### config.mk
export PLATFORM = sky130hd
export DESIGN_NAME = udp_scatter_packet_replicator_unit
export DESIGN_NICKNAME = d
export VERILOG_FILES = /design/src/design/uspr_pkg.sv /design/src/design/uspr_ram.sv /design/src/design/udp_scatter_packet_replicator_unit.sv
export SDC_FILE = /design/constraint.sdc
export NUM_CORES = 2
export LEC_CHECK = 0
export ABC_CLOCK_PERIOD_IN_PS = 25600
export BUFFER_PORTS_ARGS = -buffer_cell sky130_fd_sc_hd__buf_2
export CAP_MARGIN = 10
export CORE_MARGIN = 2
export CORE_UTILIZATION = 55
export DETAILED_ROUTE_END_ITERATION = 16
export PLACE_DENSITY = 0.73
export SETUP_SLACK_MARGIN = 0.15
export SYNTH_ARGS = -nofsm -noshare
export SYNTH_HDL_FRONTEND = slang
export SYNTH_HIERARCHICAL = 1
export SYNTH_SLANG_ARGS = --single-unit
### constraint.sdc
create_clock -name i_clk -period 25.6 [get_ports i_clk]
set_clock_uncertainty 0.2 [all_clocks]
set_input_delay 3.84 -clock i_clk [delete_from_list [all_inputs] [get_ports i_clk]]
set_output_delay 3.84 -clock i_clk [all_outputs]
set_load 0.01 [all_outputs]
### src/design/uspr_pkg.sv
// ----------------------------------------------------------------------------
// uspr_pkg
// Shared types, constants and checksum helpers of the scatter replicator.
// ----------------------------------------------------------------------------
package uspr_pkg;

    // stream widths, fields packed from bit 0 up; tdata padded to whole bytes
    localparam int IN_TDATA_W  = 224;
    localparam int IN_TUSER_W  = 2;
    localparam int OUT_TDATA_W = 80;
    localparam int OUT_TUSER_W = 1;

    localparam int ENTRY_W = 48;

    localparam logic [15:0] UDP_REQ_LEN = 16'd15;
    // "SCATTER", first byte most significant
    localparam logic [55:0] REQ_WORD    = 56'h53434154544552;

    // kind of input transfer
    localparam logic OP_TABLE_WRITE = 1'b0;
    localparam logic OP_FRAME       = 1'b1;

    typedef enum logic [1:0] {
        ST_IDLE,
        ST_WALK,
        ST_LAST
    } t_state;

    // one's complement add with end-around carry
    function automatic logic [15:0] oc_add(input logic [15:0] a, input logic [15:0] b);
        logic [16:0] s;
        s = {1'b0, a} + {1'b0, b};
        return s[15:0] + {15'd0, s[16]};
    endfunction

    // incremental checksum update of one 16-bit word
    function automatic logic [15:0] csum_upd16(input logic [15:0] csum,
                                               input logic [15:0] oldv,
                                               input logic [15:0] newv);
        logic [15:0] s;
        s = ~csum;
        s = oc_add(s, ~oldv);
        s = oc_add(s, newv);
        return ~s;
    endfunction

endpackage

### src/design/uspr_ram.sv
// ----------------------------------------------------------------------------
// uspr_ram
// Generic single-write, single-read RAM with a registered read port.
// ----------------------------------------------------------------------------
module uspr_ram #(
    parameter int WIDTH = 48,
    parameter int DEPTH = 16,
    localparam int AW   = (DEPTH > 1) ? $clog2(DEPTH) : 1
) (
    input  logic             i_clk,
    input  logic             i_we,
    input  logic [AW-1:0]    i_waddr,
    input  logic [WIDTH-1:0] i_wdata,
    input  logic             i_re,
    input  logic [AW-1:0]    i_raddr,
    output logic [WIDTH-1:0] o_rdata
);

    logic [WIDTH-1:0] r_mem [DEPTH];
    logic [WIDTH-1:0] r_rdata;

    always_ff @(posedge i_clk) begin
        if (i_we) begin
            r_mem[i_waddr] <= i_wdata;
        end
        // read data holds while no read is issued
        if (i_re) begin
            r_rdata <= r_mem[i_raddr];
        end
    end

    assign o_rdata = r_rdata;

endmodule

### src/design/udp_scatter_packet_replicator_unit.sv
// ----------------------------------------------------------------------------
// udp_scatter_packet_replicator_unit
// Rewrites self-addressed scatter requests into one clone per worker table
// entry followed by the original frame; other frames pass through.
// ----------------------------------------------------------------------------
// A pass-through result is on m_axis in the cycle after its input transfer; the first
// clone of a scatter request goes through the table read register, then the output register.
// A request with n workers holds off new input through accept, n clones and original;
// the walk reads one table entry per cycle while m_axis_tready allows.
// Reset: synchronous, active low; clears the state machine, the output valid bit,
// app_port and one valid bit per table entry at once, no sweep.
module udp_scatter_packet_replicator_unit
    import uspr_pkg::*;
#(
    parameter int MAX_WORKERS = 16
) (
    input  logic                   i_clk,
    input  logic                   i_rst_n,
    // configuration: app_port
    input  logic                   i_cfg_we,
    input  logic [15:0]            i_cfg_wdata,
    input  logic                   s_axis_tvalid,
    output logic                   s_axis_tready,
    // worker_index, worker address, worker port, ip_dest, ip_checksum, udp_source,
    // udp_dest, udp_length, udp_checksum, payload_head, zero pad
    input  logic [IN_TDATA_W-1:0]  s_axis_tdata,
    // operation, frame_ok
    input  logic [IN_TUSER_W-1:0]  s_axis_tuser,
    output logic                   m_axis_tvalid,
    input  logic                   m_axis_tready,
    // out_ip_dest, out_udp_dest, out_ip_checksum, out_udp_checksum
    output logic [OUT_TDATA_W-1:0] m_axis_tdata,
    // is_clone
    output logic [OUT_TUSER_W-1:0] m_axis_tuser,
    output logic                   m_axis_tlast
);

    localparam int AW = (MAX_WORKERS > 1) ? $clog2(MAX_WORKERS) : 1;

    // input fields
    logic        in_op;
    logic        in_frame_ok;
    logic [3:0]  in_widx;
    logic [31:0] in_wip;
    logic [15:0] in_wport;
    logic [31:0] in_ip;
    logic [15:0] in_ipc;
    logic [15:0] in_sport;
    logic [15:0] in_dport;
    logic [15:0] in_ulen;
    logic [15:0] in_udpc;
    logic [55:0] in_head;

    assign in_op       = s_axis_tuser[0];
    assign in_frame_ok = s_axis_tuser[1];
    assign in_widx     = s_axis_tdata[3:0];
    assign in_wip      = s_axis_tdata[35:4];
    assign in_wport    = s_axis_tdata[51:36];
    assign in_ip       = s_axis_tdata[83:52];
    assign in_ipc      = s_axis_tdata[99:84];
    assign in_sport    = s_axis_tdata[115:100];
    assign in_dport    = s_axis_tdata[131:116];
    assign in_ulen     = s_axis_tdata[147:132];
    assign in_udpc     = s_axis_tdata[163:148];
    assign in_head     = s_axis_tdata[219:164];

    t_state r_state, n_state;
    logic [15:0] r_app_port;
    logic [MAX_WORKERS-1:0] r_valid;
    logic [AW-1:0] r_idx, n_idx;
    logic          r_rd_ok;

    // running header of the request
    logic [31:0] r_ip, n_ip;
    logic [15:0] r_port, n_port;
    logic [15:0] r_ipc, n_ipc;
    logic [15:0] r_udpc, n_udpc;

    // output register
    logic        r_out_valid, n_out_valid;
    logic        r_out_clone, n_out_clone;
    logic        r_out_last, n_out_last;
    logic [31:0] r_out_ip, n_out_ip;
    logic [15:0] r_out_port, n_out_port;
    logic [15:0] r_out_ipc, n_out_ipc;
    logic [15:0] r_out_udpc, n_out_udpc;

    logic               out_free;
    logic               in_xfer;
    logic               is_request;
    logic               mem_we;
    logic [AW-1:0]      mem_waddr;
    logic               mem_re;
    logic [AW-1:0]      mem_raddr;
    logic [ENTRY_W-1:0] mem_rdata;

    logic [31:0] w_ip;
    logic [15:0] w_port;
    logic        entry_end;
    logic [15:0] ipc_hi, ipc_lo;
    logic [15:0] udpc_hi, udpc_lo, udpc_port;

    assign out_free      = !r_out_valid || m_axis_tready;
    assign s_axis_tready = (r_state == ST_IDLE) && out_free;
    assign in_xfer       = s_axis_tvalid && s_axis_tready;

    assign is_request = in_frame_ok && (in_sport == in_dport) && (in_sport == r_app_port)
                     && (in_ulen == UDP_REQ_LEN) && (in_head == REQ_WORD);

    // indexes past the table are dropped
    assign mem_we    = in_xfer && (in_op == OP_TABLE_WRITE) && (32'(in_widx) < MAX_WORKERS);
    assign mem_waddr = AW'(in_widx);

    uspr_ram #(
        .WIDTH (ENTRY_W),
        .DEPTH (MAX_WORKERS)
    ) u_table (
        .i_clk   (i_clk),
        .i_we    (mem_we),
        .i_waddr (mem_waddr),
        .i_wdata ({in_wip, in_wport}),
        .i_re    (mem_re),
        .i_raddr (mem_raddr),
        .o_rdata (mem_rdata)
    );

    assign w_ip   = mem_rdata[47:16];
    assign w_port = mem_rdata[15:0];
    // a never-written entry (valid bit clear), a zero address or a zero port ends the walk
    assign entry_end = !r_rd_ok || (w_ip == 32'd0) || (w_port == 16'd0);

    assign ipc_hi    = csum_upd16(r_ipc, r_ip[31:16], w_ip[31:16]);
    assign ipc_lo    = csum_upd16(ipc_hi, r_ip[15:0], w_ip[15:0]);
    assign udpc_hi   = csum_upd16(r_udpc, r_ip[31:16], w_ip[31:16]);
    assign udpc_lo   = csum_upd16(udpc_hi, r_ip[15:0], w_ip[15:0]);
    assign udpc_port = csum_upd16(udpc_lo, r_port, w_port);

    always_comb begin
        n_state     = r_state;
        n_idx       = r_idx;
        n_ip        = r_ip;
        n_port      = r_port;
        n_ipc       = r_ipc;
        n_udpc      = r_udpc;
        n_out_valid = r_out_valid && !m_axis_tready;
        n_out_clone = r_out_clone;
        n_out_last  = r_out_last;
        n_out_ip    = r_out_ip;
        n_out_port  = r_out_port;
        n_out_ipc   = r_out_ipc;
        n_out_udpc  = r_out_udpc;
        mem_re      = 1'b0;
        mem_raddr   = r_idx;

        case (r_state)
            ST_IDLE: begin
                if (in_xfer && (in_op == OP_FRAME)) begin
                    n_ip   = in_ip;
                    n_port = in_dport;
                    n_ipc  = in_ipc;
                    n_udpc = in_udpc;
                    if (is_request) begin
                        mem_re    = 1'b1;
                        mem_raddr = '0;
                        n_idx     = '0;
                        n_state   = ST_WALK;
                    end else begin
                        n_out_valid = 1'b1;
                        n_out_clone = 1'b0;
                        n_out_last  = 1'b1;
                        n_out_ip    = in_ip;
                        n_out_port  = in_dport;
                        n_out_ipc   = in_ipc;
                        n_out_udpc  = in_udpc;
                    end
                end
            end
            ST_WALK: begin
                if (out_free) begin
                    n_out_valid = 1'b1;
                    if (entry_end) begin
                        n_out_clone = 1'b0;
                        n_out_last  = 1'b1;
                        n_out_ip    = r_ip;
                        n_out_port  = r_port;
                        n_out_ipc   = r_ipc;
                        n_out_udpc  = r_udpc;
                        n_state     = ST_IDLE;
                    end else begin
                        n_ip        = w_ip;
                        n_port      = w_port;
                        n_ipc       = ipc_lo;
                        n_udpc      = udpc_port;
                        n_out_clone = 1'b1;
                        n_out_last  = 1'b0;
                        n_out_ip    = w_ip;
                        n_out_port  = w_port;
                        n_out_ipc   = ipc_lo;
                        n_out_udpc  = udpc_port;
                        if (r_idx == AW'(MAX_WORKERS - 1)) begin
                            n_state = ST_LAST;
                        end else begin
                            // fetch the next entry while this clone goes out
                            mem_re    = 1'b1;
                            mem_raddr = r_idx + AW'(1);
                            n_idx     = r_idx + AW'(1);
                        end
                    end
                end
            end
            ST_LAST: begin
                // table full: original with the final rewrite
                if (out_free) begin
                    n_out_valid = 1'b1;
                    n_out_clone = 1'b0;
                    n_out_last  = 1'b1;
                    n_out_ip    = r_ip;
                    n_out_port  = r_port;
                    n_out_ipc   = r_ipc;
                    n_out_udpc  = r_udpc;
                    n_state     = ST_IDLE;
                end
            end
            default: begin
                n_state = ST_IDLE;
            end
        endcase
    end

    always_ff @(posedge i_clk) begin
        if (!i_rst_n) begin
            r_state     <= ST_IDLE;
            r_out_valid <= 1'b0;
            r_app_port  <= 16'd0;
            r_valid     <= '0;
            r_idx       <= '0;
        end else begin
            r_state     <= n_state;
            r_out_valid <= n_out_valid;
            r_idx       <= n_idx;
            if (i_cfg_we) begin
                r_app_port <= i_cfg_wdata;
            end
            if (mem_we) begin
                r_valid[mem_waddr] <= 1'b1;
            end
        end
    end

    always_ff @(posedge i_clk) begin
        if (mem_re) begin
            r_rd_ok <= r_valid[mem_raddr];
        end
        r_ip       <= n_ip;
        r_port     <= n_port;
        r_ipc      <= n_ipc;
        r_udpc     <= n_udpc;
        r_out_clone <= n_out_clone;
        r_out_last <= n_out_last;
        r_out_ip   <= n_out_ip;
        r_out_port <= n_out_port;
        r_out_ipc  <= n_out_ipc;
        r_out_udpc <= n_out_udpc;
    end

    assign m_axis_tvalid = r_out_valid;
    assign m_axis_tdata  = {r_out_udpc, r_out_ipc, r_out_port, r_out_ip};
    assign m_axis_tuser  = r_out_clone;
    assign m_axis_tlast  = r_out_last;

endmodule

# Yosys cells after proc, flatten, opt, wreduce, memory -nomap -nowiden
# Memory sizes are Yosys's and may differ from the RTL's. A register that Yosys moved wholly into a read port is not among the register bits.
# Index checks and enable logic that the tools add are counted.
# totals
in_bits,247
register_bits,202
memories,1
output_inout_bits,84
ramBits,768
latch_bits,0
romBits,0
word_cells,167
# mem_list
memory,words,width,rd,rd_ports_with_merged_regs,write_ports,line_no,rtl
u_table.r_mem,16,48,1,1,1,uspr_ram.sv:19,logic [WIDTH-1:0] r_mem [DEPTH];
# classes
reduce_logical,25
multipliers,0
eq_ne,13
bitwise,15
n_mux,73
n_div,0
shift,0
n_addsub,21
n_lt_le_gt_ge,3
# ops
cell,count
$mux W16,18
$not A16 Y16,13
$mux W32,6
$add A16 B16 Y17,10
$add A16 B1 Y16,10
$pmux W16 S3,3
$pmux W16 S2,3
$pmux W32 S3,1
$pmux W32 S2,1
$eq A56 B55 Y1 const B,1
$eq A16 B16 Y1,2
$logic_not A32 Y1,1
$mux W1,22
$mux W4,5
$eq A16 B4 Y1 const B,1
$logic_not A16 Y1,1
$or A16 B16 Y16,1
$mux W2,6
$logic_and A1 B1 Y1,10
$lt A4 B5 Y1 const B,2
$reduce_and A5 Y1,2
$ne A2 B2 Y1 const B,4
$pmux W4 S2,1
$pmux W1 S3,2
19 further kinds,24

# Logic depth before layout (Yosys ltp)
# depth
ltp_word,21
mapped_depth,95
depth_no_buf,95

# Cells and area by module
# The synthesis kept the hierarchy.
# by_module_without_submodules
module,seq_area_each_um2,cells_each,n_inst,area_per_inst_um2
uspr_ram,24503.5,1242,1,30171.4
udp_scatter_packet_replicator_unit,5675.4,2399,1,19894.1

# Least setup slack after synthesis
# No wires, ideal clock.
# synth_timing
kind,reg-to-reg
startpoint,register r_ip[16]
endpoint,register r_out_udpc[15] (data pin)
period_less_slack_ps,16357
path_stages_with_launch,89
required_ps,25139
setup_ps,261
path_slack_ps,9243
path_buffers,0
t_arrival_ps,15896
path_cell_list,edfxtp_1 > inv_1 > ha_1 > inv_1 > fa_1 > nor2b_1 > o31a_1 > o211ai_1 > a31oi_1 > a21o_1 > a21o_1 > a21o_1 > a21o_1 > ha_1 > and3_1 > and3_1 > nand4b_1 > or3_1 > [... 53 more ...] > and3_1 > nand3_1 > xor2_1 > ha_1 > nand4_1 > o31ai_1 > o311ai_0 > nand2_1 > a21o_1 > a21o_1 > ha_1 > and3_1 > nand4_1 > or4_4 > nand3b_4 > xnor2_2 > a221oi_1 > nor2_1
# synth_between
elab_chain_cells,21
# synth_rtl
element,line_no,rtl
from (decl),udp_scatter_packet_replicator_unit.sv:74,"logic [31:0] r_ip, n_ip;"
from (signal assigned),udp_scatter_packet_replicator_unit.sv:254,r_ip <= n_ip;
$not A16 Y16,uspr_pkg.sv:42,"s = oc_add(s, ~oldv);"
$add A16 B16 Y17,uspr_pkg.sv:32,"s = {1'b0, a} + {1'b0, b};"
$add A16 B1 Y16,uspr_pkg.sv:33,"return s[15:0] + {15'd0, s[16]};"
$add A16 B16 Y17,uspr_pkg.sv:32,
$add A16 B1 Y16,uspr_pkg.sv:33,
$not A16 Y16,uspr_pkg.sv:44,return ~s;
$not A16 Y16,uspr_pkg.sv:41,s = ~csum;
$add A16 B16 Y17,uspr_pkg.sv:32,
[... 5 more ...],--,
$add A16 B16 Y17,uspr_pkg.sv:32,
$add A16 B1 Y16,uspr_pkg.sv:33,
$add A16 B16 Y17,uspr_pkg.sv:32,
$add A16 B1 Y16,uspr_pkg.sv:33,
$not A16 Y16,uspr_pkg.sv:44,
$mux W16 (2 in series),--,
$pmux W16 S3,udp_scatter_packet_replicator_unit.sv:155,case (r_state)
net n_out_udpc[15],udp_scatter_packet_replicator_unit.sv:86,"logic [15:0] r_out_udpc, n_out_udpc;"
to (signal assigned),udp_scatter_packet_replicator_unit.sv:263,r_out_udpc <= n_out_udpc;
to (decl),udp_scatter_packet_replicator_unit.sv:86,
# The timed path passes the listed nets, and every way through them passes these cells. The select of a mux whose other input is x is not followed.
# A chain may end at the register's enable or synchronous reset.

# Final worst setup path
# layout_timing
startpoint,register r_udpc[0]
endpoint,register r_out_udpc[15] (data pin)
# layout_between
elab_chain_cells,21
# layout_rtl
element,line_no,rtl
from (decl),udp_scatter_packet_replicator_unit.sv:77,"logic [15:0] r_udpc, n_udpc;"
from (signal assigned),udp_scatter_packet_replicator_unit.sv:257,r_udpc <= n_udpc;
$not A16 Y16,uspr_pkg.sv:41,
$add A16 B16 Y17,uspr_pkg.sv:32,
$add A16 B1 Y16,uspr_pkg.sv:33,
$add A16 B16 Y17,uspr_pkg.sv:32,
$add A16 B1 Y16,uspr_pkg.sv:33,
$not A16 Y16,uspr_pkg.sv:44,
$not A16 Y16,uspr_pkg.sv:41,
$add A16 B16 Y17,uspr_pkg.sv:32,
[... 5 more ...],--,
$add A16 B16 Y17,uspr_pkg.sv:32,
$add A16 B1 Y16,uspr_pkg.sv:33,
$add A16 B16 Y17,uspr_pkg.sv:32,
$add A16 B1 Y16,uspr_pkg.sv:33,
$not A16 Y16,uspr_pkg.sv:44,
$mux W16 (2 in series),--,
$pmux W16 S3,udp_scatter_packet_replicator_unit.sv:155,
net n_out_udpc[15],udp_scatter_packet_replicator_unit.sv:86,
# The timed path passes the listed nets, and every way through them passes these cells. The select of a mux whose other input is x is not followed.

==> results.yml <==
outcome:
  outcome: "complete, no violations"
sta:
  fin_crit_ns: 19.13
  finalHoldViolations: 0
  whs_ns: 0.271
  fmax_ghz: 0.0523
  fin_crit_sh_pct: 74.7
  worst_slew_pin_slew_ns: 1.14
  final_max_slew_viol_count: 0
  slew_headroom_pct: 23.8
  fin_tns_setup_ns: 0
  rsz0062_at_grt: "false"
  setup_viol: 0
drt:
  ant_nets: 0
  drt_pass1_iterations: 5
  routed_via_density: 6.22
  route.vias.total: 32500
  routed_wl_mm: 131
  wl_per_cell_um: 25.1
  drc_errors: 0
  drtIter0Drc: 3469
synthesis:
  netlist_top_cells_area: "edfxtp_1 59%, mux4_2 8.6%, ha_1 4.7%, nor2_1 3.2%, xnor2_1 2.4%"
  synth-seq-cells: 1018
  synth_area_per_cell_um2: 13.8
  synthXorXnorAreaFrac_pct: 4.59
  synthFlopType: "edfxtp_1"
  yosys_warnings: 6
  synth_cells: 3641
  yosys-mux-area-fraction_pct: 9.49
  synth_top_area_cell: "edfxtp_1"
  async_flop_share_pct: 0
  synth_area_um2: 50100
  synth-simple-area-share_pct: 8.94
  synth.yosys.seq_area_share_pct: 60.3
  synth_top_area_share_pct: 58.7
  synth_top_family_by_area: "multiplexers"
  syn-num-nets: 4085
  synth_edf_count: 979
  synth-adder-area-share_pct: 5.07
  synth_compound_gate_area_share_pct: 9.36
  yosysUniqueCellTypes: 88
critical_path:
  end_kind: "register"
  regToRegStartpoint: "r_udpc[0]"
  worstPathArrival_ns: 19.34
  reg2reg_depth: 87
  cp_common_cell: "ha_1"
  reg2reg_to: "r_out_udpc[15]"
  r2r_slack_ns: 6.47
  critPathMaxStageDelay_ns: 0.50
  critPathMaxFanout: 8
  cp-start-kind: "register"
  path_class: "reg -> reg"
  required_ns: 25.80
  cp_slowest_cell: "or4_4"
floorplanning:
  die_h_um: 306
  pin_count: 331
  die_x_um: 306
  fp-row-count: 110
  initial_core_util_pct: 55.5
  coreArea_um2: 90100
  dieArea_um2: 93500
global_routing:
  grt_overflow: 0
  grt_max_degree: 102
  antenna_found_initial: 19
  grt_pass1_wl_mm: 195
  grt_pass1_vias: 31400
  grt_usage_pct: 27.8
power_and_ir_drop:
  power.share.clock_pct: 21.4
  pwr-share-comb_pct: 52.2
  ir_worst_vdd_mv: 0.249
  pwr-share-seq_pct: 26.4
  power.density_nw_per_um2: 125
  p_switching_uw: 2890
  p_leak_uw: 0.0201
  switching_share_pct: 41.2
  p_int_uw: 4140
clock_tree:
  cts_buffers: 100
  cts-root-buf: "clkbuf_16"
  post_cts_resized: 0
  hold_buffers: 0
  post_cts_buffers: 0
  cts_tree: "done"
  clock_sinks: 1018
  clk_latency_ns: 0.69
  clockBufferDepth: 3
  cts_max_level: 3
  cts.clk_slew.worst_paths_ns: 0.06
final_layout:
  fin_util_pct: 62.6
  area_growth_pct: 12.7
  drive_gt1_share_pct: 19.5
  final_nets: 4407
  layout_common_cells: "979 x edfxtp_1, 413 x nor2_1, 326 x buf_2"
  final_common_cell: "edfxtp_1"
worst_hold_path:
  hold_depth: 1
  min_path_type: "reg -> reg"
  min-delay-start: "r_valid[15]"
  min_to: "r_valid[15]"
placement:
  io_buffer_count: 326
  hpwl_mm: 83.0
  gp_congestion: 0.927
flow_run:
  drv_cap: 0
-- power by group through the flow --
stage	registers [µW]	logic [µW]	clock network (µW)
after detailed placement	1890	3600	0
after global placement	1890	3570	0
final	1860	3670	1500
after CTS	1860	3620	1520
after floorplan	1900	2790	0
after global routing	1860	4000	1580
-- critical path, delay by kind of cell, from the launching register on --
family / cells / cell delay, ns
buf+inv: 2 / 0.22
compound gates: 39 / 8.10
xor+xnor: 5 / 0.95
simple gates: 24 / 4.26
fa+ha+maj: 17 / 4.68
flops: 1 / 0.41
-- cell usage after synthesis (all sizes together), types with 10 or more instances --
cell type,instances
xor2,110
or2,13
buf,55
nand3b,13
inv,130
o31ai,10
xnor2,141
nand3,60
clkbuf,91
mux4,192
a31o,11
o211ai,10
nand4,26
nor4b,10
or3,15
a21o,58
nor2b,20
dfxtp,39
nand2,179
and3,39
and2,18
nand2b,16
o21ai,86
a21oi,205
fa,10
a211o,10
o21a,23
mux2i,35
a31oi,31
a22oi,98
nor3,74
edfxtp,979
nor4,31
ha,187
nor2,426
a221oi,63
a211oi,25
o21bai,20
-- sequential cells by signal, indices dropped and copies added, names as in the netlist --
| register | count |
|---|---|
| u_table/r_mem | 768 |
| u_table/o_rdata | 48 |
| r_ip | 32 |
| r_out_ip | 32 |
| r_app_port | 16 |
| r_ipc | 16 |
| r_out_ipc | 16 |
| r_out_port | 16 |
| r_out_udpc | 16 |
| r_port | 16 |
| r_udpc | 16 |
| r_valid | 16 |
| r_idx | 4 |
| r_state | 2 |
| m_axis_tlast | 1 |
| m_axis_tuser | 1 |
| m_axis_tvalid | 1 |
| r_rd_ok | 1 |
-- how the worst max path moves through the flow --
stage / depth (start not counted) / start / end
final: 87 / r_udpc[0] / r_out_udpc[15]
after detailed placement: 89 / r_udpc[0] / r_out_udpc[15]
after CTS: 89 / r_udpc[0] / r_out_udpc[15]
after floorplan: 88 / r_ip[16] / r_out_udpc[15]
after global routing: 90 / r_udpc[0] / r_udpc[5]
after global placement: 88 / r_udpc[0] / r_out_udpc[15]
-- metal layers --
| layer | global-route usage [%] | routed length [µm] |
|---|---|---|
| met5 | 0 | 59 |
| met4 | 10.4 | 4610 |
| met3 | 4.24 | 9390 |
| met2 | 46.1 | 64600 |
| met1 | 37.4 | 52500 |
-- layout make-up --
class | instances | area [µm²]
diodes | 6 | 15.0
clock buffers | 114 | 2550
clock inverters | 74 | 837
fillers | 6643 | 33700
inverters | 131 | 504
multi-input cells | 2346 | 18900
flip-flops and latches | 1018 | 30200
well taps | 1176 | 1470
repair buffers | 366 | 1930
-- metrics by stage --
stage	cells	area (µm²)	power [µW]	setup WS (ns)
after floorplan	3641	50100	4680	9.24
final	5231	56400	7030	6.47
after global routing	5229	56400	7440	5.14
after global placement	5037	53000	5460	6.73
after CTS	5225	56400	7000	6.46
after detailed placement	5037	53000	5490	6.55
-- cell families after synthesis --
family / after synthesis
AOI/OAI and AO/OA: 698
DFF: 1018
xor gates and xnor gates: 255
and+or+nand+nor: 962
adders and majority gates: 197
buffers and inverters: 277
muxes: 234
No activity file was read; power rests on OpenSTA's default activity.
